`config.mk`:
```
export PLATFORM = sky130hd
export DESIGN_NAME = char_lcd_nibble_interface_core
export DESIGN_NICKNAME = d
export VERILOG_FILES = /design/src/rtl/clcd_pkg.sv /design/src/rtl/clcd_fifo.sv /design/src/rtl/clcd_front.sv /design/src/rtl/clcd_back.sv /design/src/rtl/char_lcd_nibble_interface_core.sv
export SDC_FILE = /design/constraint.sdc
export NUM_CORES = 1
export LEC_CHECK = 0
export BUFFER_PORTS_ARGS = -buffer_cell sky130_fd_sc_hd__buf_4
export CAP_MARGIN = 5
export CORE_MARGIN = 4
export CORE_UTILIZATION = 45
export DETAILED_ROUTE_END_ITERATION = 12
export PLACE_DENSITY = 0.68
export SLEW_MARGIN = 20
export SYNTH_ARGS = -nofsm -noshare
export SYNTH_HDL_FRONTEND = slang
export SYNTH_SLANG_ARGS = --single-unit
```
`constraint.sdc`:
```
create_clock -name clk -period 5.8 [get_ports clk]
set_input_delay 1.45 -clock clk [delete_from_list [all_inputs] [get_ports clk]]
set_output_delay 1.45 -clock clk [all_outputs]
set_load 0.02 [all_outputs]
```
`src/rtl/clcd_pkg.sv`:
```
// Shared types and constants of the character LCD nibble interface core.
// Depends on nothing; every RTL file but clcd_fifo and the defines header imports it.
package clcd_pkg;

  // Opcodes of an input request.
  localparam logic [1:0] OP_TICK  = 2'd0;
  localparam logic [1:0] OP_START = 2'd1;
  localparam logic [1:0] OP_INSTR = 2'd2;
  localparam logic [1:0] OP_DATA  = 2'd3;

  // Configuration register indexes.
  localparam logic [2:0] CFG_RESET_WORD   = 3'd0;
  localparam logic [2:0] CFG_FUNC_WORD    = 3'd1;
  localparam logic [2:0] CFG_OFF_WORD     = 3'd2;
  localparam logic [2:0] CFG_CLEAR_WORD   = 3'd3;
  localparam logic [2:0] CFG_ENTRY_WORD   = 3'd4;
  localparam logic [2:0] CFG_ON_WORD      = 3'd5;
  localparam logic [2:0] CFG_GAP_TICKS    = 3'd6;

  localparam int CfgIndexW = 3;
  localparam int CfgDataW  = 10;
  localparam int CountW    = 17;

  // Request kinds after classification in the front end.
  typedef enum logic [1:0] {
    KIND_TICK,
    KIND_START,
    KIND_INSTR,
    KIND_DATA
  } cmd_kind_t;

  typedef struct packed {
    logic [1:0] opcode;
    logic [7:0] payload;
  } in_item_t;

  typedef struct packed {
    logic       pin_e;
    logic       pin_rs;
    logic [3:0] pin_data;
    logic       busy_res;
    logic       ready_done;
    logic       rejected;
  } out_item_t;

  // Classified request passed from front end to sequencer.
  typedef struct packed {
    cmd_kind_t  kind;
    logic [7:0] payload;
  } cmd_t;

endpackage

```
`src/rtl/clcd_fifo.sv`:
```
// Small register queue used for the command and result queues of the LCD core.
// Depends on nothing but its WIDTH and DEPTH parameters.
module clcd_fifo #(
  parameter int WIDTH = 8,
  parameter int DEPTH = 2
) (
  input  logic             clk,
  input  logic             rst_n,
  input  logic             push,
  input  logic [WIDTH-1:0] wr_data,
  output logic             full,
  input  logic             pop,
  output logic [WIDTH-1:0] rd_data,
  output logic             empty
);

  localparam int PtrW = (DEPTH > 1) ? $clog2(DEPTH) : 1;
  localparam int CntW = $clog2(DEPTH + 1);

  logic [WIDTH-1:0] mem_r [DEPTH];
  logic [PtrW-1:0]  wr_ptr_r, wr_ptr_nxt;
  logic [PtrW-1:0]  rd_ptr_r, rd_ptr_nxt;
  logic [CntW-1:0]  count_r, count_nxt;
  logic             do_push, do_pop;

  assign full    = (count_r == CntW'(DEPTH));
  assign empty   = (count_r == '0);
  assign do_push = push && !full;
  assign do_pop  = pop && !empty;
  assign rd_data = mem_r[rd_ptr_r];

  // Pointer and fill count update with wrap at the depth.
  always_comb begin
    wr_ptr_nxt = wr_ptr_r;
    rd_ptr_nxt = rd_ptr_r;
    count_nxt  = count_r;
    if (do_push) begin
      wr_ptr_nxt = (wr_ptr_r == PtrW'(DEPTH - 1)) ? '0 : wr_ptr_r + PtrW'(1);
    end
    if (do_pop) begin
      rd_ptr_nxt = (rd_ptr_r == PtrW'(DEPTH - 1)) ? '0 : rd_ptr_r + PtrW'(1);
    end
    if (do_push && !do_pop) begin
      count_nxt = count_r + CntW'(1);
    end else if (do_pop && !do_push) begin
      count_nxt = count_r - CntW'(1);
    end
  end

  always_ff @(posedge clk) begin
    if (!rst_n) begin
      wr_ptr_r <= '0;
      rd_ptr_r <= '0;
      count_r  <= '0;
    end else begin
      wr_ptr_r <= wr_ptr_nxt;
      rd_ptr_r <= rd_ptr_nxt;
      count_r  <= count_nxt;
    end
  end

  // Storage needs no reset; only counted entries are read.
  always_ff @(posedge clk) begin
    if (do_push) begin
      mem_r[wr_ptr_r] <= wr_data;
    end
  end

endmodule

```
`src/rtl/clcd_front.sv`:
```
// Front end of the LCD core: accepts input requests and classifies them.
// Depends on clcd_pkg.
module clcd_front (
  input  logic              clk,
  input  logic              rst_n,
  input  logic              push,
  input  clcd_pkg::in_item_t in_item,
  output logic              full,
  output logic              cmd_valid,
  output clcd_pkg::cmd_t    cmd,
  input  logic              cmd_full
);
  import clcd_pkg::*;

  logic      valid_r, valid_nxt;
  cmd_t      cmd_r;
  cmd_kind_t kind;
  logic      take;

  // Map the opcode onto a request kind.
  always_comb begin
    case (in_item.opcode)
      OP_TICK:  kind = KIND_TICK;
      OP_START: kind = KIND_START;
      OP_INSTR: kind = KIND_INSTR;
      OP_DATA:  kind = KIND_DATA;
      default:  kind = KIND_TICK;
    endcase
  end

  // The holding register refills in the cycle it drains.
  assign full      = valid_r && cmd_full;
  assign take      = push && !full;
  assign cmd_valid = valid_r;
  assign cmd       = cmd_r;

  always_comb begin
    valid_nxt = valid_r;
    if (take) begin
      valid_nxt = 1'b1;
    end else if (valid_r && !cmd_full) begin
      valid_nxt = 1'b0;
    end
  end

  always_ff @(posedge clk) begin
    if (!rst_n) begin
      valid_r <= 1'b0;
    end else begin
      valid_r <= valid_nxt;
    end
  end

  always_ff @(posedge clk) begin
    if (take) begin
      cmd_r.kind    <= kind;
      cmd_r.payload <= in_item.payload;
    end
  end

endmodule

```
`src/rtl/clcd_back.sv`:
```
// Back end of the LCD core: bus sequencer, wait counter and configuration.
// Depends on clcd_pkg; takes one classified request per cycle while step is high.
module clcd_back #(
  parameter int POWER_WAIT_TICKS = 100000,
  parameter int RESET_WAIT_TICKS = 10000,
  parameter int SHORT_WAIT_TICKS = 200,
  parameter int CLEAR_WAIT_TICKS = 4000
) (
  input  logic                               clk,
  input  logic                               rst_n,
  input  logic                               step,
  input  clcd_pkg::cmd_t                     cmd,
  output clcd_pkg::out_item_t                res,
  input  logic                               cfg_we,
  input  logic [clcd_pkg::CfgIndexW-1:0]     cfg_index,
  input  logic [clcd_pkg::CfgDataW-1:0]      cfg_data
);
  import clcd_pkg::*;

  typedef enum logic [1:0] {
    PH_IDLE,
    PH_EHI,
    PH_ELO,
    PH_WAIT
  } phase_t;

  localparam logic [3:0] STEP_NONE  = 4'd0;
  localparam logic [3:0] STEP_POWER = 4'd1;
  localparam logic [3:0] STEP_RST1  = 4'd2;
  localparam logic [3:0] STEP_RST2  = 4'd3;
  localparam logic [3:0] STEP_RST3  = 4'd4;
  localparam logic [3:0] STEP_FNIB  = 4'd5;
  localparam logic [3:0] STEP_FSET  = 4'd6;
  localparam logic [3:0] STEP_OFF   = 4'd7;
  localparam logic [3:0] STEP_CLEAR = 4'd8;
  localparam logic [3:0] STEP_ENTRY = 4'd9;
  localparam logic [3:0] STEP_LAST  = 4'd10;

  // Configuration registers.
  logic [7:0] reset_word_r, func_word_r, off_word_r;
  logic [7:0] clear_word_r, entry_word_r, on_word_r;
  logic [9:0] gap_ticks_r;

  // Sequencer state.
  phase_t            phase_r, phase_nxt;
  logic [3:0]        init_step_r, init_step_nxt;
  logic [CountW-1:0] wait_r, wait_nxt;
  logic [7:0]        held_r, held_nxt;
  logic              low_half_r, low_half_nxt;
  logic              sel_r, sel_nxt;
  logic              strobe_r, strobe_nxt;
  logic              done_r, done_nxt;
  logic              rej;

  logic [3:0]        launch_step;
  logic [7:0]        launch_word;
  logic              launch_full;
  logic [CountW-1:0] wait_after;

  // Byte and form of the next initialization item.
  assign launch_step = init_step_r + 4'd1;
  always_comb begin
    launch_full = 1'b1;
    case (launch_step)
      STEP_RST1, STEP_RST2, STEP_RST3: begin
        launch_word = reset_word_r;
        launch_full = 1'b0;
      end
      STEP_FNIB: begin
        launch_word = func_word_r;
        launch_full = 1'b0;
      end
      STEP_FSET:  launch_word = func_word_r;
      STEP_OFF:   launch_word = off_word_r;
      STEP_CLEAR: launch_word = clear_word_r;
      STEP_ENTRY: launch_word = entry_word_r;
      default:    launch_word = on_word_r;
    endcase
  end

  // Wait length after the item that just finished its strobes.
  always_comb begin
    case (init_step_r)
      STEP_RST1:            wait_after = CountW'(RESET_WAIT_TICKS);
      STEP_RST2, STEP_RST3: wait_after = CountW'(SHORT_WAIT_TICKS);
      STEP_CLEAR:           wait_after = CountW'(CLEAR_WAIT_TICKS);
      default:              wait_after = CountW'(gap_ticks_r);
    endcase
  end

  // Next state for one request.
  always_comb begin
    phase_nxt     = phase_r;
    init_step_nxt = init_step_r;
    wait_nxt      = wait_r;
    held_nxt      = held_r;
    low_half_nxt  = low_half_r;
    sel_nxt       = sel_r;
    strobe_nxt    = strobe_r;
    done_nxt      = done_r;
    rej           = 1'b0;
    if (cmd.kind == KIND_TICK) begin
      case (phase_r)
        PH_EHI: begin
          strobe_nxt = 1'b0;
          phase_nxt  = PH_ELO;
        end
        PH_ELO: begin
          if (low_half_r) begin
            low_half_nxt = 1'b0;
            strobe_nxt   = 1'b1;
            phase_nxt    = PH_EHI;
          end else begin
            wait_nxt  = wait_after;
            phase_nxt = PH_WAIT;
          end
        end
        PH_WAIT: begin
          if (wait_r > CountW'(1)) begin
            wait_nxt = wait_r - CountW'(1);
          end else if (init_step_r == STEP_NONE) begin
            phase_nxt = PH_IDLE;
          end else if (init_step_r >= STEP_LAST) begin
            done_nxt      = 1'b1;
            init_step_nxt = STEP_NONE;
            phase_nxt     = PH_IDLE;
          end else begin
            // Launch the next initialization item.
            init_step_nxt = launch_step;
            sel_nxt       = 1'b0;
            held_nxt      = launch_full ? launch_word : {4'd0, launch_word[7:4]};
            low_half_nxt  = launch_full;
            strobe_nxt    = 1'b1;
            phase_nxt     = PH_EHI;
          end
        end
        default: phase_nxt = PH_IDLE;
      endcase
    end else if (phase_r != PH_IDLE) begin
      rej = 1'b1;
    end else if (cmd.kind == KIND_START) begin
      done_nxt      = 1'b0;
      init_step_nxt = STEP_POWER;
      sel_nxt       = 1'b0;
      strobe_nxt    = 1'b0;
      low_half_nxt  = 1'b0;
      wait_nxt      = CountW'(POWER_WAIT_TICKS);
      phase_nxt     = PH_WAIT;
    end else begin
      sel_nxt      = (cmd.kind == KIND_DATA);
      held_nxt     = cmd.payload;
      low_half_nxt = 1'b1;
      strobe_nxt   = 1'b1;
      phase_nxt    = PH_EHI;
    end
  end

  // Result fields follow the updated state.
  always_comb begin
    res.pin_e      = strobe_nxt;
    res.pin_rs     = sel_nxt;
    res.pin_data   = low_half_nxt ? held_nxt[7:4] : held_nxt[3:0];
    res.busy_res   = (phase_nxt != PH_IDLE);
    res.ready_done = done_nxt;
    res.rejected   = rej;
  end

  // Sequencer state register.
  always_ff @(posedge clk) begin
    if (!rst_n) begin
      phase_r     <= PH_IDLE;
      init_step_r <= STEP_NONE;
      wait_r      <= '0;
      held_r      <= '0;
      low_half_r  <= 1'b0;
      sel_r       <= 1'b0;
      strobe_r    <= 1'b0;
      done_r      <= 1'b0;
    end else if (step) begin
      phase_r     <= phase_nxt;
      init_step_r <= init_step_nxt;
      wait_r      <= wait_nxt;
      held_r      <= held_nxt;
      low_half_r  <= low_half_nxt;
      sel_r       <= sel_nxt;
      strobe_r    <= strobe_nxt;
      done_r      <= done_nxt;
    end
  end

  // Configuration registers; an index beyond the list is ignored.
  always_ff @(posedge clk) begin
    if (!rst_n) begin
      reset_word_r <= 8'd48;
      func_word_r  <= 8'd40;
      off_word_r   <= 8'd8;
      clear_word_r <= 8'd1;
      entry_word_r <= 8'd6;
      on_word_r    <= 8'd12;
      gap_ticks_r  <= 10'd40;
    end else if (cfg_we) begin
      case (cfg_index)
        CFG_RESET_WORD: reset_word_r <= cfg_data[7:0];
        CFG_FUNC_WORD:  func_word_r  <= cfg_data[7:0];
        CFG_OFF_WORD:   off_word_r   <= cfg_data[7:0];
        CFG_CLEAR_WORD: clear_word_r <= cfg_data[7:0];
        CFG_ENTRY_WORD: entry_word_r <= cfg_data[7:0];
        CFG_ON_WORD:    on_word_r    <= cfg_data[7:0];
        CFG_GAP_TICKS:  gap_ticks_r  <= cfg_data;
        default: ;
      endcase
    end
  end

endmodule

```
`src/rtl/char_lcd_nibble_interface_core.sv`:
```
// Top level of the 4-bit character LCD interface core.
// Depends on clcd_pkg, clcd_front, clcd_fifo and clcd_back.
//
//   Channel  Handshake        Payload
//   input    push / full      in_item  (opcode, payload)
//   result   empty / pop      out_item (pins, busy, ready, rejected)
//   config   cfg_valid/ready  cfg_index, cfg_data
//
// One request per cycle is accepted while full is low, and one result per cycle is delivered while empty is low.
// A request's result reaches out_item through the front register, which hands it
// to the command queue, then the sequencer, which writes the result queue.
// Reset is synchronous; both queues come out empty, registers at defaults.
// A full result queue stalls the sequencer; the command queue and front
// register absorb requests until full rises.
module char_lcd_nibble_interface_core #(
  parameter int POWER_WAIT_TICKS = 100000,
  parameter int RESET_WAIT_TICKS = 10000,
  parameter int SHORT_WAIT_TICKS = 200,
  parameter int CLEAR_WAIT_TICKS = 4000,
  parameter int QUEUE_DEPTH      = 2
) (
  input  logic                            clk,
  input  logic                            rst_n,
  input  logic                            push,
  input  clcd_pkg::in_item_t              in_item,
  output logic                            full,
  output logic                            empty,
  input  logic                            pop,
  output clcd_pkg::out_item_t             out_item,
  input  logic                            cfg_valid,
  output logic                            cfg_ready,
  input  logic [clcd_pkg::CfgIndexW-1:0]  cfg_index,
  input  logic [clcd_pkg::CfgDataW-1:0]   cfg_data
);
  import clcd_pkg::*;

  logic      front_valid;
  cmd_t      front_cmd;
  logic      cmd_full, cmd_empty;
  cmd_t      cmd_head;
  logic      res_full;
  out_item_t res;
  logic      step;

  assign cfg_ready = 1'b1;
  assign step      = !cmd_empty && !res_full;

  // Accept and classify requests.
  clcd_front u_front (
    .clk      (clk),
    .rst_n    (rst_n),
    .push     (push),
    .in_item  (in_item),
    .full     (full),
    .cmd_valid(front_valid),
    .cmd      (front_cmd),
    .cmd_full (cmd_full)
  );

  // Queue between front end and sequencer.
  clcd_fifo #(
    .WIDTH($bits(cmd_t)),
    .DEPTH(QUEUE_DEPTH)
  ) u_cmd_q (
    .clk    (clk),
    .rst_n  (rst_n),
    .push   (front_valid),
    .wr_data(front_cmd),
    .full   (cmd_full),
    .pop    (step),
    .rd_data(cmd_head),
    .empty  (cmd_empty)
  );

  // Bus sequencer.
  clcd_back #(
    .POWER_WAIT_TICKS(POWER_WAIT_TICKS),
    .RESET_WAIT_TICKS(RESET_WAIT_TICKS),
    .SHORT_WAIT_TICKS(SHORT_WAIT_TICKS),
    .CLEAR_WAIT_TICKS(CLEAR_WAIT_TICKS)
  ) u_back (
    .clk      (clk),
    .rst_n    (rst_n),
    .step     (step),
    .cmd      (cmd_head),
    .res      (res),
    .cfg_we   (cfg_valid && cfg_ready),
    .cfg_index(cfg_index),
    .cfg_data (cfg_data)
  );

  // Result queue toward the consumer.
  clcd_fifo #(
    .WIDTH($bits(out_item_t)),
    .DEPTH(QUEUE_DEPTH)
  ) u_res_q (
    .clk    (clk),
    .rst_n  (rst_n),
    .push   (step),
    .wr_data(res),
    .full   (res_full),
    .pop    (pop),
    .rd_data(out_item),
    .empty  (empty)
  );

endmodule

```
# After elaboration in Yosys (flattened, before gate mapping)
# Memory sizes are Yosys's and may differ from the RTL's. A register that Yosys moved wholly into a read port is not among the register bits.
# Cells that the tools add are included.
# word_totals
ff_bits,112
ramBits,38
in_bits,28
output_inout_bits,12
elab_cells,200
memories,2
# mem_list
memory,words,width,read_ports,rd_ports_with_merged_regs,write_ports,line_no,text
u_cmd_q.mem_r,2,10,1,1,1,clcd_fifo.sv:20,logic [WIDTH-1:0] mem_r [DEPTH];
u_res_q.mem_r,2,9,1,1,1,clcd_fifo.sv:20,
# op_classes
add_sub_neg,10
order_cmp,2
n_eq_ne,35
n_mux,82
reduce_logical,45
# op_table
operator,n
17-bit two-way mux,5
8-bit two-way mux,8
1-bit two-way mux,44
14-bit case mux with 3 select lines,1
8-bit case mux with 5 select lines,1
17-bit case mux with 2 select lines,1
4-bit two-way mux,8
"4-bit by 3-bit == test with 1-bit output, second input constant",5
2-bit two-way mux,10
"17-bit by 1-bit > comparator with 1-bit output, second input constant",1
"17-bit by 1-bit subtractor with 17-bit output, second input constant",1
"4-bit by 2-bit == test with 1-bit output, second input constant",4
"2-bit == test, second input constant",7
2-bit AND reduction,7
"4-bit == test, second input constant",3
6-bit AND reduction,2
2-bit nonzero test,6
1-bit logical AND,11
"3-bit == test, second input constant",3
1-bit zero test,9
"3-bit inequality test, second input constant",3
2-bit zero test,4
2-bit case mux with 4 select lines,1
"2-bit by 1-bit == test with 1-bit output, second input constant",3
other kinds (17),26

# Depth between registers and ports, before layout
# logic_depth
depth_word,11
depth_mapped,12
ltp_nobuf,9

# Modules after synthesis
# Synthesis repeated with hierarchy kept, for this count alone.
# hier_totals
hier_cells,833
area_unflattened_um2,7384.6
# by_module_without_submodules
mod,n_inst,cells_per_inst,area_per_inst_um2,seq_area_each_um2
clcd_back,1,703,5198.7,1861.8
clcd_fifo (u_cmd_q),1,57,945.9,700.7
clcd_fifo (u_res_q),1,54,874.6,640.6
clcd_front,1,16,350.3,320.3
char_lcd_nibble_interface_core,1,3,15.0,0.0

# Worst setup path before layout
# OpenSTA, ideal clock, no wires.
# synth_path
kind,reg-to-reg
start,register u_back.init_step_r[0]
end,memory u_res_q.mem_r[0][5] (netlist name) (data pin)
setup_time_ns,0.263
t_arrival_ns,2.533
required_ns,5.537
slack_ns,3.003
stages_incl_launch_ff,12
synth_period_minus_slack_ns,2.797
path_cell_list,dfxtp_1 inv_1 ha_1 buf_2 o31a_1 a21o_1 o31ai_2 a21oi_1 or3b_1 buf_6 a221o_1 a2bb2oi_1
# synth_lines
element,line_no,text
start: declaration,clcd_back.sv:46,"logic [3:0] init_step_r, init_step_nxt;"
start signal: assignment,clcd_back.sv:181,init_step_r <= init_step_nxt;
end: declaration,clcd_fifo.sv:20,

==> flow_summary.toml <==
[outcome]
status = "completed"

[die]
row_count = 46
ioPinCount = 40
core_mm2 = 0.0161
start_util = 0.465
die_area_mm2 = 0.0187
die_h_um = 137
die_x_um = 137

[global_routing]
grt_max_degree = 46
grt_usage = 0.206
grt_pass1_wl_mm = 30.1
grt_pass1_vias = 5794
antenna_found_initial = 0
overflow = 0

[sta]
worst_pin_slew_ns = 0.939
clock_skew_ns = 0.00795
fin_crit_sh = 0.596
tns_ns = 0
max_freq_mhz = 289
setup_viol = 0
final.min_clock_period_ns = 3.46
rsz0062_at_grt = "false"
hold_viol = 0
final_max_slew_viol_count = 0
slew-limit-headroom = 0.369

[cells_and_area]
drive_above_1_share = 0.121
design_area_mm2 = 0.00846
nFillCells = 1525
diodes = 0
final_common_cell = "nand2_1"
finalNetCount = 900
final_cell_mix = "172 x nand2_1, 104 x dfxtp_1, 92 x a21oi_1"
area_delta_synth_final_pct = 13.4

[detailed_routing]
wl_mm = 19.1
avgViaCountPerCell = 5.81
drc_errors = 0
vias = 6340
drtIter0Drc = 675
avgRoutedWirePerCell_um = 17.5
dr.pass1.iters = 6
ant_nets = 0

[worst_setup_path]
arrival_ns = 3.74
timing.rr.start = "u_back.init_step_r[1]$_SDFFE_PN0P_"
reg2regPathDepth = 8
critical_path.slowest_cell = "ha_1"
worst_setup_path_end_kind = "flop"
r2r-end = "u_res_q.mem_r[1][6]$_DFFE_PP_"
cp-start-kind = "flop"
crit_type = "flop to flop"
startpoint = "u_back.init_step_r[1]$_SDFFE_PN0P_"
crit_chain = "ha_1, a21boi_0, a21oi_1, o21ai_1, a222oi_1, a2111oi_0, or3b_1, a22o_1"
r2r_slack_ns = 2.34
cp.required_ns = 6.08
slowest_delay_ns = 0.65
critPathMaxFanout = 21

[pwr]
fin_total_pwr_mw = 3.85
p_per_area_mw_per_mm2 = 456
p_leak_nw = 3.11
ir_drop_uv = 357

[synthesis]
syn_inst = 848
seq_area_frac_synth = 0.472
synthFlopType = "dfxtp_1"
synthArstFlopShare = 0
synthesis.area_mm2 = 0.00746
synth.avg_cell_area_um2 = 8.80
synth_seq_cells = 152
synth_edf_count = 48
yosysUniqueCellTypes = 81
ys_warn_count = 0
synth_nets = 885

[place]
portBuffers = 38
place.gp.congestion = 0.864
place_hpwl_mm = 13.3
place_area_mm2 = 0.00785

[clock_tree]
cts_buffer_depth = 2
cts_tree = "yes"
cts_buffers = 17
clk_pin_slew_ns = 0.07
htreeDepth = 4
clock-root-buffer = "clkbuf_16"
holdBufCountCts = 0
post-cts-setup-buffer-count = 0
clk-insertion-delay-late_ns = 0.43
clock_sinks = 152
postCtsResizedCells = 0

[hold_path]
hold_path_class = "flop to flop"
min_delay_path_depth = 0
hold_path_startpoint = "u_front.cmd[7]$_DFFE_PP_"
worstHoldEndpoint = "u_cmd_q.mem_r[1][7]$_DFFE_PP_"

[job]
drv_cap = 0
## per-layer routing
metal  track usage  routed length (um)  vias to the layer above
li1              -                   -                     3088
met1         0.291                8910                     3021
met2         0.317                8700                      205
met3        0.0401                1120                       26
met4        0.0711                 330                        0
met5             0                   0                        -
## registers in the layout, indices dropped and copies added (netlist names), 4 cells and up, named ones only
| signal | flops |
|---|---|
| u_back.clear_word_r | 8 |
| u_back.entry_word_r | 8 |
| u_back.func_word_r | 8 |
| u_back.gap_ticks_r | 10 |
| u_back.held_r | 8 |
| u_back.init_step_r | 4 |
| u_back.off_word_r | 8 |
| u_back.on_word_r | 8 |
| u_back.reset_word_r | 8 |
| u_back.wait_r | 17 |
| u_cmd_q.mem_r | 20 |
| u_front.cmd | 10 |
| u_res_q.mem_r | 18 |
## stage by stage
stage | hold WS [ns] | instances | util | setup slack, ns
6_report | 0.444 | 1092 | 0.527 | 2.34
5_1_grt | 0.449 | 1092 | 0.527 | 2.16
4_1_cts | 0.446 | 1092 | 0.527 | 2.43
3_5_place_dp | 0.431 | 1060 | 0.489 | 2.44
3_3_place_gp | 0.424 | 1060 | 0.489 | 2.51
2_1_floorplan | 0.421 | 848 | - | 3.00
## area by class of cell
class                   count  area, um^2  share of cell area
clock inverters            14         184              0.0217
inverters                  14        52.6             0.00621
repair buffers             42         315              0.0373
clock buffers              18         429              0.0507
well taps                 216         270              0.0319
multi-input cells         636        3680               0.436
flip-flops and latches    152        3520               0.417
## critical path, delay by kind of cell, from the launching register on
family / cells / cell delay (ns)
AO/OA/AOI/OAI: 6 / 1.89
flip-flops: 1 / 0.55
adder cells (fa/ha/maj): 1 / 0.65
AND/OR/NAND/NOR: 1 / 0.21
## Yosys cell counts (5+ instances only)
library cell | instances | share of area
nand2_1 | 172 | 0.087
dfxtp_1 | 104 | 0.28
a21oi_1 | 92 | 0.062
nor2_1 | 61 | 0.031
edfxtp_1 | 48 | 0.19
o21ai_0 | 38 | 0.025
nand3_1 | 34 | 0.023
clkbuf_1 | 30 | 0.015
nor3_1 | 19 | 0.013
inv_1 | 13 | 0.0065
mux2_2 | 11 | 0.017
mux2i_1 | 11 | 0.015
xor2_1 | 10 | 0.012
buf_2 | 9 | 0.0060
ha_1 | 9 | 0.015
nand2b_1 | 9 | 0.0075
nor2b_1 | 9 | 0.0075
a21o_1 | 8 | 0.0081
and2_1 | 8 | 0.0067
a22o_1 | 7 | 0.0082
a31oi_1 | 7 | 0.0059
xnor2_1 | 7 | 0.0082
a211oi_1 | 6 | 0.0060
a222oi_1 | 6 | 0.0081
a22oi_1 | 5 | 0.0050
nor3b_1 | 5 | 0.0050
nor4_1 | 5 | 0.0042
or2_2 | 5 | 0.0042
or3_1 | 5 | 0.0042
## worst max-delay path by stage
stage / to
CTS: u_res_q.mem_r[0][5]$_DFFE_PP_
detailed placement: u_res_q.mem_r[1][5]$_DFFE_PP_
global placement: u_res_q.mem_r[0][5]$_DFFE_PP_
finish: u_res_q.mem_r[1][6]$_DFFE_PP_
floorplan: u_res_q.mem_r[0][5]$_DFFE_PP_
global route: u_res_q.mem_r[0][4]$_DFFE_PP_
## logic make-up (layout without fill, tap and decap cells)
family / Yosys count / after routing / share of synthesized area
simple gates: 357 / 357 / 0.221
compound gates: 230 / 230 / 0.206
flops: 152 / 152 / 0.472
buf+inv: 60 / 88 / 0.0337
mux: 22 / 22 / 0.0314
xor+xnor: 17 / 17 / 0.0200
fa+ha+maj: 9 / 9 / 0.0151
other cells: 1 / 1 / 0.000503
## where the power goes
part,switching [mW],internal (mW)
clock,0.472,0.688
sequential,0.149,1.31
combinational,0.751,0.481
No activity file was read; power rests on OpenSTA's default activity.
